<file path="src/sv/sfr_pkg.sv">
`default_nettype none

package sfr_pkg;

    localparam int MAX_FRAME_DEF = 64;

    localparam int BYTE_W     = 8;
    localparam int LEN_W      = 7;
    localparam int STATUS_W   = 3;
    localparam int CFG_IDX_W  = 3;
    localparam int CFG_DATA_W = 16;
    localparam int OVH_W      = 4;
    localparam int POLL_W     = 16;
    localparam int POLL_CNT_W = 17;
    localparam int OFS_W      = 6;
    localparam int SUM_W      = 9;

    typedef enum logic [STATUS_W-1:0] {
        ST_FRAME    = 3'd0,
        ST_TIMEOUT  = 3'd1,
        ST_OVERFLOW = 3'd2,
        ST_NOSYNC   = 3'd3,
        ST_ROUTED   = 3'd4
    } status_t;

    typedef enum logic [CFG_IDX_W-1:0] {
        CFG_SYNC_FIRST     = 3'd0,
        CFG_SYNC_SECOND    = 3'd1,
        CFG_FRAME_OVERHEAD = 3'd2,
        CFG_POLL_LIMIT     = 3'd3,
        CFG_ROUTING_ENABLE = 3'd4
    } cfg_index_t;

    localparam logic [OVH_W-1:0]  OVH_RESET        = 4'd4;
    localparam logic [POLL_W-1:0] POLL_LIMIT_RESET = 16'hFFFF;

    localparam logic [BYTE_W-1:0] PATCH_FROM   = 8'hA8;
    localparam logic [BYTE_W-1:0] PATCH_TO     = 8'hA1;
    localparam logic [BYTE_W-1:0] ROUTE_MARK_A = 8'hFF;
    localparam logic [BYTE_W-1:0] ROUTE_MARK_B = 8'hFA;
    localparam logic [BYTE_W-1:0] ROUTE_MARK_C = 8'hFB;
    localparam logic [BYTE_W-1:0] ROUTE_PORT_A = 8'h0A;
    localparam logic [BYTE_W-1:0] ROUTE_PORT_B = 8'h0B;

    typedef struct packed {
        logic idle;
        logic advance;
        logic load_status;
        logic start_run;
        logic read_entry;
        logic load_byte;
        logic end_rx;
    } sfr_cmd_t;

    typedef struct packed {
        logic item_taken;
        logic need_status;
        logic run_ready;
        logic slot_free;
        logic run_last;
    } sfr_stat_t;

endpackage

`default_nettype wire

</file>
<file path="src/sv/sfr_item_if.sv">
`default_nettype none

interface sfr_item_if;
    logic                        valid;
    logic                        ready;
    logic                        operation;
    logic [sfr_pkg::BYTE_W-1:0]  rx_byte;
    logic                        batch_end;

    modport source (output valid, output operation, output rx_byte, output batch_end,
                    input ready);
    modport sink   (input valid, input operation, input rx_byte, input batch_end,
                    output ready);
endinterface

`default_nettype wire

</file>
<file path="src/sv/sfr_result_if.sv">
`default_nettype none

interface sfr_result_if;
    logic                         valid;
    logic                         ready;
    logic [sfr_pkg::STATUS_W-1:0] status;
    logic [sfr_pkg::BYTE_W-1:0]   frame_byte;
    logic [sfr_pkg::LEN_W-1:0]    frame_length;
    logic                         last;

    modport source (output valid, output status, output frame_byte, output frame_length,
                    output last, input ready);
    modport sink   (input valid, input status, input frame_byte, input frame_length,
                    input last, output ready);
endinterface

`default_nettype wire

</file>
<file path="src/sv/sfr_datapath.sv">
`default_nettype none

module sfr_datapath #(
    parameter int MAX_FRAME = sfr_pkg::MAX_FRAME_DEF
) (
    input  wire logic                           clk,
    input  wire logic                           rst_n,
    input  wire logic                           cfg_write_en,
    input  wire logic [sfr_pkg::CFG_IDX_W-1:0]  cfg_index,
    input  wire logic [sfr_pkg::CFG_DATA_W-1:0] cfg_data,
    sfr_item_if.sink                            item_chan,
    sfr_result_if.source                        result_chan,
    input  wire sfr_pkg::sfr_cmd_t              cmd,
    output sfr_pkg::sfr_stat_t                  stat
);
    import sfr_pkg::*;

    localparam int AW  = $clog2(MAX_FRAME);
    localparam int WIW = $clog2(MAX_FRAME + 1);

    typedef enum logic [1:0] {
        PH_HUNT1  = 2'd0,
        PH_HUNT2  = 2'd1,
        PH_LENGTH = 2'd2,
        PH_BODY   = 2'd3
    } phase_t;

    logic [BYTE_W-1:0]     sync_first_reg;
    logic [BYTE_W-1:0]     sync_second_reg;
    logic [OVH_W-1:0]      overhead_reg;
    logic [POLL_W-1:0]     poll_limit_reg;
    logic                  routing_en_reg;

    logic [BYTE_W-1:0]     store_mem [MAX_FRAME];
    logic [BYTE_W-1:0]     rd_data_reg;
    logic [BYTE_W-1:0]     entry1_reg;
    logic [BYTE_W-1:0]     entry2_reg;

    logic [WIW-1:0]        wi_reg;
    logic [OFS_W-1:0]      ofs_reg;
    logic [BYTE_W-1:0]     len_reg;
    phase_t                phase_reg;
    logic [POLL_CNT_W-1:0] poll_reg;
    logic                  mid_reg;
    logic                  op_reg;
    logic                  bend_reg;
    logic                  pend_timeout_reg;
    logic                  pend_overflow_reg;
    logic                  check_reg;
    logic [WIW-1:0]        k_reg;

    logic                  out_valid_reg;
    status_t               out_status_reg;
    logic [BYTE_W-1:0]     out_byte_reg;
    logic [LEN_W-1:0]      out_len_reg;
    logic                  out_last_reg;

    logic                  accept;
    logic                  poll_start;
    logic [POLL_CNT_W-1:0] poll_next;
    logic                  timeout_hit;
    logic                  store_full;
    logic                  byte_go;
    logic                  routing_hit;
    logic [SUM_W-1:0]      end_index;
    logic                  complete;
    logic                  batch_close;
    logic                  need_status;
    status_t               status_code;
    logic                  slot_free;
    logic                  run_last;

    always_ff @(posedge clk or negedge rst_n)
    begin
        if (!rst_n)
        begin
            sync_first_reg  <= '0;
            sync_second_reg <= '0;
            overhead_reg    <= OVH_RESET;
            poll_limit_reg  <= POLL_LIMIT_RESET;
            routing_en_reg  <= 1'b1;
        end
        else if (cfg_write_en)
        begin
            unique case (cfg_index)
                CFG_SYNC_FIRST:     sync_first_reg  <= cfg_data[BYTE_W-1:0];
                CFG_SYNC_SECOND:    sync_second_reg <= cfg_data[BYTE_W-1:0];
                CFG_FRAME_OVERHEAD: overhead_reg    <= cfg_data[OVH_W-1:0];
                CFG_POLL_LIMIT:     poll_limit_reg  <= cfg_data[POLL_W-1:0];
                CFG_ROUTING_ENABLE: routing_en_reg  <= cfg_data[0];
                default:
                begin
                end
            endcase
        end
    end

    assign accept      = item_chan.valid && cmd.idle;
    assign poll_start  = item_chan.operation || !mid_reg;
    assign poll_next   = poll_reg + POLL_CNT_W'(1);
    assign timeout_hit = poll_start && (poll_next > {1'b0, poll_limit_reg});
    assign store_full  = wi_reg >= WIW'(MAX_FRAME);
    assign byte_go     = accept && !timeout_hit && !item_chan.operation && !store_full;

    assign routing_hit = routing_en_reg
                         && (entry1_reg == ROUTE_MARK_A || entry1_reg == ROUTE_MARK_B
                             || entry1_reg == ROUTE_MARK_C)
                         && (entry2_reg == ROUTE_PORT_A || entry2_reg == ROUTE_PORT_B);

    assign end_index   = SUM_W'(len_reg) + SUM_W'(overhead_reg) + SUM_W'(ofs_reg);
    assign complete    = check_reg && (SUM_W'(wi_reg) >= end_index);
    assign batch_close = op_reg || bend_reg;

    always_comb
    begin
        need_status = 1'b0;
        status_code = ST_NOSYNC;
        if (pend_timeout_reg)
        begin
            need_status = 1'b1;
            status_code = ST_TIMEOUT;
        end
        else if (pend_overflow_reg)
        begin
            need_status = 1'b1;
            status_code = ST_OVERFLOW;
        end
        else if (!complete && batch_close)
        begin
            if (phase_reg == PH_HUNT1)
            begin
                need_status = 1'b1;
                status_code = routing_hit ? ST_ROUTED : ST_NOSYNC;
            end
            else if (phase_reg == PH_BODY && routing_hit)
            begin
                need_status = 1'b1;
                status_code = ST_ROUTED;
            end
        end
    end

    assign slot_free = !out_valid_reg || result_chan.ready;
    assign run_last  = k_reg == wi_reg;

    assign stat.item_taken  = accept;
    assign stat.need_status = need_status;
    assign stat.run_ready   = complete;
    assign stat.slot_free   = slot_free;
    assign stat.run_last    = run_last;

    always_ff @(posedge clk or negedge rst_n)
    begin
        if (!rst_n)
        begin
            wi_reg            <= '0;
            ofs_reg           <= '0;
            len_reg           <= '0;
            phase_reg         <= PH_HUNT1;
            poll_reg          <= '0;
            mid_reg           <= 1'b0;
            op_reg            <= 1'b0;
            bend_reg          <= 1'b0;
            pend_timeout_reg  <= 1'b0;
            pend_overflow_reg <= 1'b0;
            check_reg         <= 1'b0;
        end
        else if (cmd.end_rx)
        begin
            wi_reg    <= '0;
            ofs_reg   <= '0;
            len_reg   <= '0;
            phase_reg <= PH_HUNT1;
            poll_reg  <= '0;
            mid_reg   <= 1'b0;
        end
        else
        begin
            if (accept)
            begin
                op_reg            <= item_chan.operation;
                bend_reg          <= item_chan.batch_end;
                pend_timeout_reg  <= timeout_hit;
                pend_overflow_reg <= !timeout_hit && !item_chan.operation && store_full;
                check_reg         <= byte_go && (phase_reg == PH_BODY);
                if (poll_start)
                begin
                    poll_reg <= poll_next;
                end
                if (!timeout_hit && !item_chan.operation)
                begin
                    mid_reg <= 1'b1;
                    if (!store_full)
                    begin
                        unique case (phase_reg)
                            PH_HUNT1:
                            begin
                                if (item_chan.rx_byte == sync_first_reg)
                                begin
                                    phase_reg <= PH_HUNT2;
                                    ofs_reg   <= OFS_W'(wi_reg);
                                end
                            end
                            PH_HUNT2:
                            begin
                                if (item_chan.rx_byte == sync_second_reg)
                                begin
                                    phase_reg <= PH_LENGTH;
                                end
                            end
                            PH_LENGTH:
                            begin
                                len_reg   <= item_chan.rx_byte;
                                phase_reg <= PH_BODY;
                            end
                            PH_BODY:
                            begin
                                if (entry2_reg == PATCH_FROM)
                                begin
                                    len_reg <= PATCH_TO;
                                end
                            end
                            default:
                            begin
                            end
                        endcase
                    end
                end
            end
            if (cmd.advance)
            begin
                if (!op_reg)
                begin
                    wi_reg <= wi_reg + WIW'(1);
                end
                if (batch_close)
                begin
                    mid_reg <= 1'b0;
                end
            end
        end
    end

    // frame store, single write and single registered read
    always_ff @(posedge clk)
    begin
        if (byte_go)
        begin
            store_mem[wi_reg[AW-1:0]] <= item_chan.rx_byte;
        end
        if (cmd.read_entry)
        begin
            rd_data_reg <= store_mem[k_reg[AW-1:0]];
        end
    end

    // copies of entries 1 and 2 for the routing check and the patch
    always_ff @(posedge clk)
    begin
        if (byte_go && wi_reg == WIW'(1))
        begin
            entry1_reg <= item_chan.rx_byte;
        end
        if (byte_go && wi_reg == WIW'(2))
        begin
            entry2_reg <= item_chan.rx_byte;
        end
        else if (byte_go && phase_reg == PH_BODY && entry2_reg == PATCH_FROM)
        begin
            entry2_reg <= PATCH_TO;
        end
    end

    always_ff @(posedge clk or negedge rst_n)
    begin
        if (!rst_n)
        begin
            k_reg         <= '0;
            out_valid_reg <= 1'b0;
        end
        else
        begin
            if (cmd.start_run)
            begin
                k_reg <= '0;
            end
            else if (cmd.load_byte)
            begin
                k_reg <= k_reg + WIW'(1);
            end
            if (cmd.load_status || cmd.load_byte)
            begin
                out_valid_reg <= 1'b1;
            end
            else if (result_chan.ready)
            begin
                out_valid_reg <= 1'b0;
            end
        end
    end

    always_ff @(posedge clk)
    begin
        if (cmd.load_status)
        begin
            out_status_reg <= status_code;
            out_byte_reg   <= '0;
            out_len_reg    <= '0;
            out_last_reg   <= 1'b1;
        end
        else if (cmd.load_byte)
        begin
            out_status_reg <= ST_FRAME;
            out_byte_reg   <= (k_reg == WIW'(2)) ? entry2_reg : rd_data_reg;
            out_len_reg    <= run_last ? LEN_W'(wi_reg) + LEN_W'(1) : '0;
            out_last_reg   <= run_last;
        end
    end

    assign item_chan.ready          = cmd.idle;
    assign result_chan.valid        = out_valid_reg;
    assign result_chan.status       = out_status_reg;
    assign result_chan.frame_byte   = out_byte_reg;
    assign result_chan.frame_length = out_len_reg;
    assign result_chan.last         = out_last_reg;

`ifndef NO_ASSERTIONS
    a_index_bound: assert property (@(posedge clk) disable iff (!rst_n)
        wi_reg <= WIW'(MAX_FRAME))
        else $error("write index beyond frame store");

    a_load_free: assert property (@(posedge clk) disable iff (!rst_n)
        (cmd.load_status || cmd.load_byte) |-> slot_free)
        else $error("result register loaded while still full");

    a_offset_order: assert property (@(posedge clk) disable iff (!rst_n)
        SUM_W'(ofs_reg) <= SUM_W'(wi_reg))
        else $error("sync offset ahead of write index");

    a_run_bound: assert property (@(posedge clk) disable iff (!rst_n)
        cmd.load_byte |-> k_reg <= wi_reg)
        else $error("frame run read past last stored byte");

    a_check_clean: assert property (@(posedge clk) disable iff (!rst_n)
        check_reg |-> (!pend_timeout_reg && !pend_overflow_reg))
        else $error("completion check armed with a pending status");
`endif

endmodule

`default_nettype wire

</file>
<file path="src/sv/sfr_ctrl.sv">
`default_nettype none

module sfr_ctrl (
    input  wire logic               clk,
    input  wire logic               rst_n,
    input  wire sfr_pkg::sfr_stat_t stat,
    output sfr_pkg::sfr_cmd_t       cmd
);
    import sfr_pkg::*;

    typedef enum logic [1:0] {
        S_IDLE = 2'd0,
        S_EVAL = 2'd1,
        S_READ = 2'd2,
        S_LOAD = 2'd3
    } state_t;

    state_t state_reg;
    state_t state_next;

    always_comb
    begin
        cmd        = '0;
        state_next = state_reg;
        unique case (state_reg)
            S_IDLE:
            begin
                cmd.idle = 1'b1;
                if (stat.item_taken)
                begin
                    state_next = S_EVAL;
                end
            end
            S_EVAL:
            begin
                if (stat.run_ready)
                begin
                    cmd.start_run = 1'b1;
                    state_next    = S_READ;
                end
                else if (stat.need_status)
                begin
                    if (stat.slot_free)
                    begin
                        cmd.load_status = 1'b1;
                        cmd.end_rx      = 1'b1;
                        state_next      = S_IDLE;
                    end
                end
                else
                begin
                    cmd.advance = 1'b1;
                    state_next  = S_IDLE;
                end
            end
            S_READ:
            begin
                cmd.read_entry = 1'b1;
                state_next     = S_LOAD;
            end
            S_LOAD:
            begin
                if (stat.slot_free)
                begin
                    cmd.load_byte = 1'b1;
                    if (stat.run_last)
                    begin
                        cmd.end_rx = 1'b1;
                        state_next = S_IDLE;
                    end
                    else
                    begin
                        state_next = S_READ;
                    end
                end
            end
            default:
            begin
                state_next = S_IDLE;
            end
        endcase
    end

    always_ff @(posedge clk or negedge rst_n)
    begin
        if (!rst_n)
        begin
            state_reg <= S_IDLE;
        end
        else
        begin
            state_reg <= state_next;
        end
    end

endmodule

`default_nettype wire

</file>
<file path="src/sv/serial_frame_receiver_unit.sv">
// Framed serial receiver: bytes arrive in polling batches and are stored at a running
// index; after two sync bytes the next byte gives the length, and once the index reaches
// length + overhead + sync offset the whole stored frame is sent out as a run of items,
// the length on the last one. Timeout, overflow, no sync and routed-elsewhere outcomes are
// single status items. Each input item is accepted and then evaluated, and the evaluation
// waits for the result register when a status item is due. After the last byte of a
// completed frame is taken come an evaluation step, then a registered frame store read
// and a result load for each byte, with each load waiting while the result register is
// full; no input item is taken during the run. A new item is taken while an earlier
// result still waits in the output register.
`default_nettype none

module serial_frame_receiver_unit #(
    parameter int MAX_FRAME = sfr_pkg::MAX_FRAME_DEF
) (
    input  wire logic                           clk,
    input  wire logic                           rst_n,
    input  wire logic                           cfg_write_en,
    input  wire logic [sfr_pkg::CFG_IDX_W-1:0]  cfg_index,
    input  wire logic [sfr_pkg::CFG_DATA_W-1:0] cfg_data,
    sfr_item_if.sink                            item_chan,
    sfr_result_if.source                        result_chan
);
    import sfr_pkg::*;

    sfr_cmd_t  cmd;
    sfr_stat_t stat;

    sfr_ctrl u_ctrl (
        .clk   (clk),
        .rst_n (rst_n),
        .stat  (stat),
        .cmd   (cmd)
    );

    sfr_datapath #(
        .MAX_FRAME (MAX_FRAME)
    ) u_datapath (
        .clk          (clk),
        .rst_n        (rst_n),
        .cfg_write_en (cfg_write_en),
        .cfg_index    (cfg_index),
        .cfg_data     (cfg_data),
        .item_chan    (item_chan),
        .result_chan  (result_chan),
        .cmd          (cmd),
        .stat         (stat)
    );

endmodule

`default_nettype wire
</file>
<file path="src/flat_wrapper.sv">
// flat-port wrapper written by rule: the top's interface ports become plain ports
module serial_frame_receiver_unit_flat import sfr_pkg::*;
#(
    parameter int MAX_FRAME = sfr_pkg::MAX_FRAME_DEF
)
  (clk, rst_n, cfg_write_en, cfg_index, cfg_data, item_chan_valid, item_chan_operation, item_chan_rx_byte, item_chan_batch_end, item_chan_ready, result_chan_valid, result_chan_status, result_chan_frame_byte, result_chan_frame_length, result_chan_last, result_chan_ready);
  sfr_item_if item_chan_i ();
  sfr_result_if result_chan_i ();
  input  wire logic clk;
  input  wire logic rst_n;
  input  wire logic cfg_write_en;
  input  wire logic [sfr_pkg::CFG_IDX_W-1:0] cfg_index;
  input  wire logic [sfr_pkg::CFG_DATA_W-1:0] cfg_data;
  input wire logic [$bits(item_chan_i.valid)-1:0] item_chan_valid;
  input wire logic [$bits(item_chan_i.operation)-1:0] item_chan_operation;
  input wire logic [$bits(item_chan_i.rx_byte)-1:0] item_chan_rx_byte;
  input wire logic [$bits(item_chan_i.batch_end)-1:0] item_chan_batch_end;
  output wire logic [$bits(item_chan_i.ready)-1:0] item_chan_ready;
  output wire logic [$bits(result_chan_i.valid)-1:0] result_chan_valid;
  output wire logic [$bits(result_chan_i.status)-1:0] result_chan_status;
  output wire logic [$bits(result_chan_i.frame_byte)-1:0] result_chan_frame_byte;
  output wire logic [$bits(result_chan_i.frame_length)-1:0] result_chan_frame_length;
  output wire logic [$bits(result_chan_i.last)-1:0] result_chan_last;
  input wire logic [$bits(result_chan_i.ready)-1:0] result_chan_ready;
  assign item_chan_i.valid = item_chan_valid;
  assign item_chan_i.operation = item_chan_operation;
  assign item_chan_i.rx_byte = item_chan_rx_byte;
  assign item_chan_i.batch_end = item_chan_batch_end;
  assign item_chan_ready = item_chan_i.ready;
  assign result_chan_valid = result_chan_i.valid;
  assign result_chan_status = result_chan_i.status;
  assign result_chan_frame_byte = result_chan_i.frame_byte;
  assign result_chan_frame_length = result_chan_i.frame_length;
  assign result_chan_last = result_chan_i.last;
  assign result_chan_i.ready = result_chan_ready;
  serial_frame_receiver_unit #(.MAX_FRAME(MAX_FRAME)) u_core (.clk(clk), .rst_n(rst_n), .cfg_write_en(cfg_write_en), .cfg_index(cfg_index), .cfg_data(cfg_data), .item_chan(item_chan_i), .result_chan(result_chan_i));
endmodule
</file>
<file path="config.mk">
export PLATFORM = sky130hd
export DESIGN_NAME = serial_frame_receiver_unit_flat
export DESIGN_NICKNAME = d
export VERILOG_FILES = /design/src/sv/sfr_pkg.sv /design/src/sv/sfr_item_if.sv /design/src/sv/sfr_result_if.sv /design/src/sv/sfr_datapath.sv /design/src/sv/sfr_ctrl.sv /design/src/sv/serial_frame_receiver_unit.sv /design/src/flat_wrapper.sv
export SDC_FILE = /design/constraint.sdc
export NUM_CORES = 1
export LEC_CHECK = 0
export ABC_AREA = 0
export BUFFER_PORTS_ARGS = -buffer_cell sky130_fd_sc_hd__buf_2
export CAP_MARGIN = 20
export CELL_PAD_IN_SITES_DETAIL_PLACEMENT = 2
export CELL_PAD_IN_SITES_GLOBAL_PLACEMENT = 2
export CORE_MARGIN = 1
export CORE_UTILIZATION = 44
export DETAILED_ROUTE_END_ITERATION = 8
export GPL_ROUTABILITY_DRIVEN = 0
export HOLD_SLACK_MARGIN = 0.1
export PLACE_DENSITY_LB_ADDON = 0.1
export SLEW_MARGIN = 20
export SYNTH_ARGS = -nofsm -noshare
export SYNTH_HDL_FRONTEND = slang
export SYNTH_SLANG_ARGS = --single-unit
</file>
<file path="constraint.sdc">
create_clock -name clk -period 3.8 [get_ports clk]
set_clock_uncertainty 0.15 [all_clocks]
set_input_delay 0.38 -clock clk [delete_from_list [all_inputs] [get_ports clk]]
set_output_delay 0.38 -clock clk [all_outputs]
set_load 0.01 [all_outputs]
</file>
==> flow_summary.yaml, run 1 <==
place:
  dp_hpwl_mm: 50.74
  dp_worst_setup_slack_ps: -279.6
  port_buffers: 54
timing:
  worst_pin_slew_ps: 1352
  fin_crit_sh_pct: 106.1
  relSlewSlack_pct: 9.865
  final_hold_viol_count: 0
  setup_ws_ps: -231.2
  setup_viol_count_final: 185
  rsz0062_at_grt: "true"
  fin_crit_ps: 4031
  fmax_mhz: 248.1
  slew_viol_final: 0
floorplanning:
  start_util_pct: 44.64
  io_pins: 55
  rows: 90
  design.die.area_sq_um: 62350
  die_h_um: 249.7
  die-width_um: 249.7
  coreArea_sq_um: 60470
global_route:
  track_usage_pct: 25.99
  grt_max_degree: 74
  grt_overflow_total: 0
  grt_antenna_before_repair: 3
  grt_pass1_vias: 16800
  grt_pass1_wl_mm: 116.3
yosys:
  synth_seq_cells: 648
  synth-edff-count: 539
  synthSimpleGateAreaFrac_pct: 5.460
  ys_seq_area_share_pct: 69.85
  synth_fp_nets: 1564
  synth_area_leaders: "edfxtp_1 60%, mux4_2 14%, dfrtp_1 7.0%"
  synth_compound_area_share_pct: 1.761
  syn_area_per_cell_sq_um: 18.20
  postSynth.asyncResetShare_pct: 14.35
  ys.flop_type: "edfxtp_1"
  yosys.area_share.adder_pct: 2.317
  ys_types: 59
  synth_xor_area_share_pct: 2.401
  syn_inst: 1483
  syn_area_sq_um: 27000
  synth_top_family_by_area: "multiplexers"
  synthMuxAreaShare_pct: 16.49
  synth_warnings: 0
  synth_area_leader_cell: "edfxtp_1"
  post-synth-top-area-fraction_pct: 59.96
setup_path:
  start_kind: "flop"
  critPathRequiredTime_ps: 4190
  end_kind: "flop"
  path_max_fanout: 5
  path_class: "reg -> reg"
  cp.arrival_ps: 4420
cts:
  cts_buffers: 72
  cts.root.buffer_cell: "clkbuf_16"
  worstSkewPairLatency_ps: 620
  h-tree-depth: 3
  clk_pin_slew_ps: 60
  cts_buffer_depth: 3
  cts_tree: "done"
  cts_num_sinks: 648
final_layout:
  ff_latch_area_sq_um: 18870
  final_nets: 1854
  final_common_cell: "edfxtp_1"
  drive_above_1_share_pct: 40.68
  most-common-layout-cells: "539 x edfxtp_1, 168 x mux4_2, 91 x buf_4"
  largest_register_ffs: 512
  fill_cells: 5105
  multiInputGateArea_sq_um: 8641
  syn_to_final_growth_pct: 24.86
  n_antenna_cell: 0
power_and_ir_drop:
  leakage_nw: 11.77
  power_density_nw_per_um2: 597.5
  p_total_mw: 20.14
  irDropWorstVdd_mv: 0.3555
routing:
  ant_nets: 0
  via_count: 15100
  drc: 0
  initialDrtViolationCount: 1126
  wl_per_cell_um: 31.08
  routed_wl_mm: 81.00
  drtPass1Iterations: 5
  via_per_inst: 5.794
job:
  cap_viol_max_count: 0
min_path:
  hold_path.class: "in -> async"
status:
  violations: "negative setup slack"
  status: "complete, but fails checks"
==> Yosys cell counts, types with 3 or more instances <==
cell type  count
nor4_1         6
nand2b_1      13
nand3_1       19
nor2b_1        8
buf_6          9
edfxtp_1     539
o21a_1         3
nor3_1        11
or3_1          3
ha_1          42
dfrtp_1       75
o2bb2ai_1      8
and3_1         9
fa_1           5
o21ai_1        4
mux4_2       168
o21ai_0       12
nor2_1       132
and2_1         7
nor3b_1        6
nand4b_1       5
dfxtp_1       16
a21o_1         5
buf_1          4
inv_1         30
xor2_1        30
a22o_1         8
nand4_1       15
xnor2_1       44
buf_2         11
nand2_1       64
mux2i_1       24
mux2_2        38
dfstp_2       18
clkbuf_1      41
nand3b_1       4
a21oi_1       17
==> per-stage QoR <==
stage | util [%] | hold WS, ps | TNS [ps] | instances | cell area [sq um]
detailed placement | 48.72 | 313.3 | -104310 | 2411 | 29460
CTS | 54.29 | 232.9 | -11600 | 2582 | 32830
floorplan | - | -65.59 | -15440 | 1483 | 27070
global route | 55.74 | 121.6 | -105210 | 2606 | 33710
finish | 55.74 | 105.8 | -11260 | 2606 | 33710
global placement | 48.72 | 284.8 | -66450 | 2411 | 29460
==> worst max-delay path, cell delays in order, from the launching register on <==
cell and delay, ps:
dfstp_2 540, fa_1 420, ha_1 290, a21o_1 220, a21oi_4 230, o21bai_1 110, a21oi_1 200, xor2_1 110
ha_1 300, o21ai_0 130, a211o_4 370, buf_6 140, and2_4 130, or2_4 290, buf_6 150, nor3b_4 170
==> worst paths after layout <==
path | startpoint | end | slack (ps) | cells past startpoint
worst min-delay path | rst_n | u_core.u_datapath.sync_second_reg[6] | 110 | 2
max in group asynchronous | rst_n | u_core.u_datapath.overhead_reg[2] | 2380 | 4
worst max-delay path | u_core.u_datapath.overhead_reg[2] | u_core.u_datapath.len_reg[7] | -230 | 15
worst max register to register | u_core.u_datapath.overhead_reg[2] | u_core.u_datapath.len_reg[7] | -230 | 15
worst min register to register | u_core.u_datapath.result_chan.frame_byte[1] | u_core.u_datapath.result_chan.frame_byte[1] | 330 | 1
min in group clk | item_chan_rx_byte[2] | u_core.u_datapath.store_mem[29][2] | 250 | 2
==> what timing repair did <==
item / 4_1_cts / 5_1_grt
pin swaps: 44 / 22
gates cloned: 3 / 4
gates resized for setup: 179 / 161
setup endpoints to repair: 606 / 608
buffers inserted: 15 / 25
hold buffers: 28 / 0
hold endpoints to repair: 123 / 0
==> routing by layer <==
metal	track usage, %	part of all wire (%)
met2	44.60	52
met4	9.065	3.0
met3	3.880	4.2
met5	0	0.026
met1	33.78	41
==> cells by family after synthesis <==
| family | count (synthesis) |
|---|---|
| flops | 648 |
| simple gates | 313 |
| mux | 230 |
| buf+inv | 100 |
| xor+xnor | 74 |
| compound gates | 71 |
| fa+ha+maj | 47 |
==> final cells by class <==
type / instances / share of cell area [%]
tap: 782 / 2.903
timing repair buffer: 284 / 8.497
inverter: 32 / 0.3638
clock buffer: 86 / 5.624
multi-input combinational: 735 / 25.64
sequential: 648 / 55.97
clock inverter: 39 / 1.006
==> power breakdown <==
part	internal (mW)	leakage (nW)	switching, mW	total, mW
Combinational	2.50	4.55	2.43	4.94
Clock	3.90	1.10	2.86	6.75
Sequential	8.00	6.11	0.452	8.45
No activity file was read; power rests on OpenSTA's default activity.
==> run 2: changes to the inputs <==
Settings changed: CELL_PAD_IN_SITES_DETAIL_PLACEMENT 2 to unset, CELL_PAD_IN_SITES_GLOBAL_PLACEMENT 2 to unset, CORE_UTILIZATION 44 to 45, PLACE_DENSITY_LB_ADDON 0.1 to unset.
==> run 2 against run 1 <==
  * First-iteration DRC count grew 14%
  * Design area shrank 2.2%
  * Global-route usage shrank 3.9 points
  * Clock power is essentially flat
  * Sequential share of layout area grew 1.3 points
  * Total power shrank 2.2%
  * Critical path type unchanged
  * Wire length shrank 19%
  * Combinational power shrank 8.5%
  * The run ends with design-rule violations, negative setup slack left
  * Largest cell class unchanged
  * Critical path depth grew 4
  * Die area shrank 2.2%
  * Sequential power shrank 0.5%
  * Via count shrank 5.6%
  * Largest power group unchanged
==> flow_summary.yaml, run 2 (synthesis gave the netlist of run 1 again) <==
status:
  status: "complete, but fails checks"
  violations: "design-rule violations, negative setup slack"
final_layout:
  drive_above_1_share_pct: 37.93
  most-common-layout-cells: "539 x edfxtp_1, 168 x mux4_2, 79 x buf_4"
  final_nets: 1786
  largest_register_ffs: 512
  final_common_cell: "edfxtp_1"
  syn_to_final_growth_pct: 22.05
  n_antenna_cell: 0
global_route:
  grt_pass1_vias: 14640
  grt_antenna_before_repair: 3
  track_usage_pct: 22.06
  grt_max_degree: 69
  grt_pass1_wl_mm: 96.72
  grt_overflow_total: 0
timing:
  tns_ps: -3486
  fmax_mhz: 256.5
  fin_crit_sh_pct: 102.6
  worst_pin_slew_ps: 1104
  fin_crit_ps: 3898
  relSlewSlack_pct: 26.38
  rsz0062_at_grt: "true"
  setup_ws_ps: -98.30
  setup_viol_count_final: 125
  final_hold_viol_count: 0
  slew_viol_final: 0
power_and_ir_drop:
  leakage_nw: 11.33
  irDropWorstVdd_mv: 0.4044
  p_int_mw: 14.34
  p_seq_share_pct: 42.7
  power_frac_comb_pct: 22.9
  power_density_nw_per_um2: 598.0
  p_sw_share_pct: 27.20
  pwr-share-clk_pct: 34.4
  power.switching_mw: 5.359
routing:
  drc: 8
  via_per_inst: 5.627
  wl_per_cell_um: 25.87
  drtPass1Iterations: 7
  initialDrtViolationCount: 1287
  routed_wl_mm: 65.55
  via_count: 14260
  ant_nets: 0
floorplanning:
  coreArea_sq_um: 59130
  die-width_um: 246.9
  design.die.area_sq_um: 60970
  rows: 89
  io_pins: 55
  start_util_pct: 45.65
  die_h_um: 246.9
cts:
  cts_num_sinks: 648
  cts_tree: "done"
  cts_buffer_depth: 3
  h-tree-depth: 3
  worstSkewPairLatency_ps: 620
  clk_pin_slew_ps: 60
  cts_buffers: 69
  cts.root.buffer_cell: "clkbuf_16"
setup_path:
  r2r_start: "u_core.u_datapath.len_reg[1]"
  cp.arrival_ps: 4290
  path_class: "reg -> reg"
  start_kind: "flop"
  critPathRequiredTime_ps: 4190
  end_kind: "flop"
  path_max_fanout: 5
  crit_start: "u_core.u_datapath.len_reg[1]"
  worst-r2r-cell-count: 19
min_path:
  hold_path.class: "in -> async"
place:
  dp_hpwl_mm: 41.76
  port_buffers: 54
  dp_worst_setup_slack_ps: -369.7
job:
  cap_viol_max_count: 0
## run 2: cell count changes in the layout (fill, tap and decap cells not counted), moves of 8 or more
cell / previous run / this run
nor2_2: 28 / 7
nor2_4: 66 / 76
buf_8: 20 / 5
nand2_1: 59 / 40
buf_6: 61 / 23
buf_4: 91 / 79
clkinv_2: 14 / 6
nand2_2: 2 / 14
nor2_1: 38 / 49
## run 2: path summary, 6_finish.rpt
check / end / slack (ps)
max: u_core.u_datapath.poll_reg[6] / -100
min: u_core.u_datapath.poll_reg[3] / 140
max reg2reg: u_core.u_datapath.poll_reg[6] / -100
min reg2reg: u_core.u_datapath.result_chan.last / 310
max in group asynchronous: u_core.u_datapath.poll_limit_reg[2] / 2510
min in group clk: u_core.u_datapath.result_chan.last / 310
## run 2: layout make-up
| type | instances | area, sq um |
|---|---|---|
| Multi-Input combinational cell | 735 | 8606 |
| Sequential cell | 648 | 18860 |
| Fill cell | 4482 | 26180 |
| Timing Repair Buffer | 219 | 2093 |
| Clock buffer | 91 | 1902 |
| Clock inverter | 36 | 392.9 |
| Inverter | 32 | 122.6 |
| Tap cell | 773 | 967.2 |
## run 2: stage by stage
stage / std cells / area [sq um] / power (mW) / hold WS (ps) / util [%]
2_1_floorplan: 1483 / 27070 / 11.50 / -65.59 / -
3_3_place_gp: 2338 / 28850 / 13.05 / 238.6 / 48.78
3_5_place_dp: 2338 / 28850 / 13.09 / 246.5 / 48.78
4_1_cts: 2510 / 32110 / 19.89 / 127.2 / 54.30
5_1_grt: 2534 / 32950 / 20.38 / 185.2 / 55.72
6_report: 2534 / 32950 / 19.70 / 136.6 / 55.72
## run 2: per-layer routing
layer	global-route usage (%)	share of wire (%)	vias to the layer above
li1	-	-	6290
met4	7.335	3.1	4
met5	0	0.041	-
met2	34.88	48	460
met1	30.60	43	7387
met3	4.471	5.6	119
## run 2: power groups by stage
stage          combinational [mW]  clock [mW]  sequential, mW
3_5_place_dp                 4.53           0            8.56
3_3_place_gp                 4.50           0            8.56
4_1_cts                      4.58        6.89            8.42
5_1_grt                      4.79        7.15            8.45
6_report                     4.52        6.78            8.41
2_1_floorplan                3.25           0            8.25
## run 2: critical path, cell delays in order (launching register included)
cell,delay (ps)
dfrtp_1,400
fa_1,550
ha_2,200
inv_2,40
fa_2,340
nor2b_2,150
o21a_1,140
buf_4,100
buf_4,100
buf_4,100
buf_4,90
buf_4,90
buf_4,90
a31oi_2,100
a211o_4,390
and2_4,150
or2_4,300
buf_4,150
buf_6,120
nor2_1,80
## run 2: what timing repair did
item | CTS | global route
hold buffers | 30 | 0
pin swaps | 23 | 62
setup endpoints to repair | 574 | 603
endpoints found under the hold margin | 103 | 0
buffers inserted | 14 | 22
cloned | 1 | 6
gates resized for setup | 130 | 129
==> run 3: changes to the inputs <==
Settings changed: SYNTH_HIERARCHICAL set to 1.
==> run 3 against run 2 <==
  * The run still ends with design-rule violations, negative setup slack left
  * Global-route usage is 0.18 points higher
  * Hold slack gained 100 ps
  * Largest power group unchanged
  * Area after synthesis rose by 0.47%
  * Sequential share of layout area decreased by 0.82 points
  * Sequential power fell by 0.7%
  * Clock-buffer cell count is 1 higher
  * Flip-flop and latch count is the same
  * Non-clock buffer count up 50
  * Clock power shrank 3%
  * Critical endpoint is now u_core/u_datapath/bend_reg
==> flow_summary.yaml, run 3 <==
timing:
  fmax_mhz: 227.2
  relSlewSlack_pct: 25.26
  slew_viol_final: 0
  fin_crit_sh_pct: 115.8
  hold_slack_ps: 237.3
  setup_ws_ps: -600.7
  worst_pin_slew_ps: 1121
  tns_ps: -51050
  final_hold_viol_count: 0
  setup_viol_count_final: 435
  fin_crit_ps: 4401
  rsz0062_at_grt: "true"
cts:
  clk_pin_slew_ps: 60
  cts.root.buffer_cell: "clkbuf_16"
  worstSkewPairLatency_ps: 610
  h-tree-depth: 3
  cts_num_sinks: 648
  cts_buffer_depth: 3
  cts_tree: "done"
  cts_buffers: 70
min_path:
  hold_path.class: "in -> async"
global_route:
  track_usage_pct: 22.23
  grt_overflow_total: 0
  grt_pass1_vias: 15040
  grt_max_degree: 69
  grt_antenna_before_repair: 0
  grt_pass1_wl_mm: 98.28
status:
  violations: "design-rule violations, negative setup slack"
  status: "complete, but fails checks"
setup_path:
  r2r_end: "u_core/u_datapath/bend_reg"
  r2r_start: "u_core/u_datapath/ofs_reg[1]"
  start_kind: "flop"
  path_class: "reg -> reg"
  critPathRequiredTime_ps: 4130
  ff2ff_setup_slack_ps: -600
  cp.arrival_ps: 4740
  end_kind: "flop"
  path_max_fanout: 5
  worst-r2r-cell-count: 20
place:
  placed_area_sq_um: 29890
  port_buffers: 54
  dp_hpwl_mm: 41.69
floorplanning:
  die-width_um: 247.5
  coreArea_sq_um: 59240
  rows: 89
  design.die.area_sq_um: 61260
  io_pins: 55
  die_h_um: 247.5
  start_util_pct: 45.78
final_layout:
  design_area_sq_um: 33430
  largest_register_ffs: 512
  final_common_cell: "edfxtp_1"
  most-common-layout-cells: "539 x edfxtp_1, 168 x mux4_2, 91 x buf_4"
  final_nets: 1855
  syn_to_final_growth_pct: 23.24
  drive_above_1_share_pct: 37.67
yosys:
  synth_area_leaders: "edfxtp_1 60%, mux4_2 14%, dfrtp_1 6.9%"
  post-synth-top-area-fraction_pct: 59.68
  ys_types: 55
  yosysMostFrequentCell: "edfxtp_1"
  synthTopCellsByCount: "539 x edfxtp_1, 168 x mux4_2, 115 x nor2_1, 75 x dfrtp_1, 63 x nand2_1"
  synth_seq_cells: 648
  synth-edff-count: 539
  postSynth.asyncResetShare_pct: 14.35
  ys.flop_type: "edfxtp_1"
  syn_inst: 1513
  synth_fp_nets: 1595
  syn_area_per_cell_sq_um: 17.93
  synth_area_leader_cell: "edfxtp_1"
  ys_seq_area_share_pct: 69.52
  synth_warnings: 6
  syn_area_sq_um: 27120
routing:
  initialDrtViolationCount: 1156
  drtPass1Iterations: 8
  ant_nets: 0
  drc: 2
  via_count: 14630
  via_per_inst: 5.620
  wl_per_cell_um: 25.17
  routed_wl_mm: 65.52
power_and_ir_drop:
  p_seq_share_pct: 42.2
  power_frac_comb_pct: 24.4
  p_int_mw: 14.33
  power.switching_mw: 5.446
  p_sw_share_pct: 27.53
  pwr-share-clk_pct: 33.4
  power_density_nw_per_um2: 591.8
  leakage_nw: 11.52
  irDropWorstVdd_mv: 0.3477
job:
  cap_viol_max_count: 0
==> run 3: worst max-delay path, stage by stage (launching register included) <==
cell	delay [ps]
dfrtp_1	390
fa_1	550
ha_2	190
inv_2	40
fa_2	350
nor2b_2	130
o21a_1	130
or3_1	110
nand2_2	70
ha_4	230
a21o_1	180
a21oi_1	130
o21ai_1	80
o2111a_1	150
o21bai_4	190
o21ai_2	130
or3b_4	430
a21oi_4	180
inv_2	70
nand2_4	100
mux2_4	310
==> run 3: final cells by class <==
class | instances | area [sq um]
timing repair buffer | 269 | 2703
antenna | 1 | 2.502
inverter | 41 | 153.9
clock inverter | 36 | 299.0
multi-input combinational | 743 | 8498
sequential | 648 | 18860
tap | 773 | 967.2
fill | 4532 | 25820
clock buffer | 92 | 1938
==> run 3: cells by family (layout without fill, tap and decap cells) <==
family | after synthesis | after routing | synth area share (%)
flip-flops | 648 | 648 | 69.52
AO/OA/AOI/OAI | 98 | 98 | 2.311
other | 0 | 1 | 0
buffers and inverters | 122 | 438 | 2.067
XOR/XNOR | 68 | 68 | 2.196
AND/OR/NAND/NOR | 308 | 308 | 5.467
adder cells (fa/ha/maj) | 48 | 48 | 2.353
multiplexers | 221 | 221 | 16.09
==> run 3: power groups by stage <==
stage          sequential (mW)  combinational [mW]  clock [mW]
3_3_place_gp              8.49                4.80           0
4_1_cts                   8.35                4.88        6.75
6_report                  8.35                4.82        6.61
3_5_place_dp              8.50                4.83           0
2_1_floorplan             8.30                3.37           0
5_1_grt                   8.38                5.14        7.01
==> run 3: worst max-delay path by stage <==
stage | start | depth (start not counted) | end | slack [ps]
after global placement | u_core/u_datapath/len_reg[1] | 20 | u_core/u_datapath/op_reg | -580
after global routing | u_core/u_datapath/overhead_reg[2] | 19 | u_core/u_datapath/wi_reg[3] | -840
after floorplan | u_core/u_datapath/len_reg[1] | 22 | u_core/u_datapath/bend_reg | -570
after CTS | u_core/u_datapath/overhead_reg[2] | 18 | u_core/u_datapath/bend_reg | -530
after detailed placement | u_core/u_datapath/len_reg[1] | 20 | u_core/u_datapath/bend_reg | -650
final | u_core/u_datapath/ofs_reg[1] | 20 | u_core/u_datapath/bend_reg | -600
==> run 3: metal layers <==
layer | vias to the layer above | wire (um) | GRT usage, % | part of all wire, %
met2 | 375 | 31440 | 34.80 | 48
met4 | 0 | 1834 | 7.308 | 2.8
met1 | 7674 | 28740 | 31.29 | 44
met5 | - | 0 | 0 | 0
met3 | 103 | 3508 | 4.477 | 5.4
li1 | 6478 | - | - | -
==> run 3: timing repair <==
| action | 4_1_cts | 5_1_grt |
|---|---|---|
| setup endpoints to repair | 590 | 605 |
| hold buffers | 26 | 0 |
| endpoints found under the hold margin | 93 | 0 |
| resized for setup | 170 | 44 |
| cloned | 1 | 0 |
| buffers inserted | 15 | 8 |
| pin swaps | 62 | 26 |
==> run 3: per-stage QoR <==
step,setup slack (ps),total power [mW],std cells,util [%]
after floorplan,-574.5,11.66,1513,-
after CTS,-528.7,19.98,2595,56.05
after global routing,-839.4,20.53,2602,56.42
after global placement,-578.8,13.28,2426,50.45
final,-600.7,19.78,2603,56.42
after detailed placement,-646.7,13.33,2426,50.45
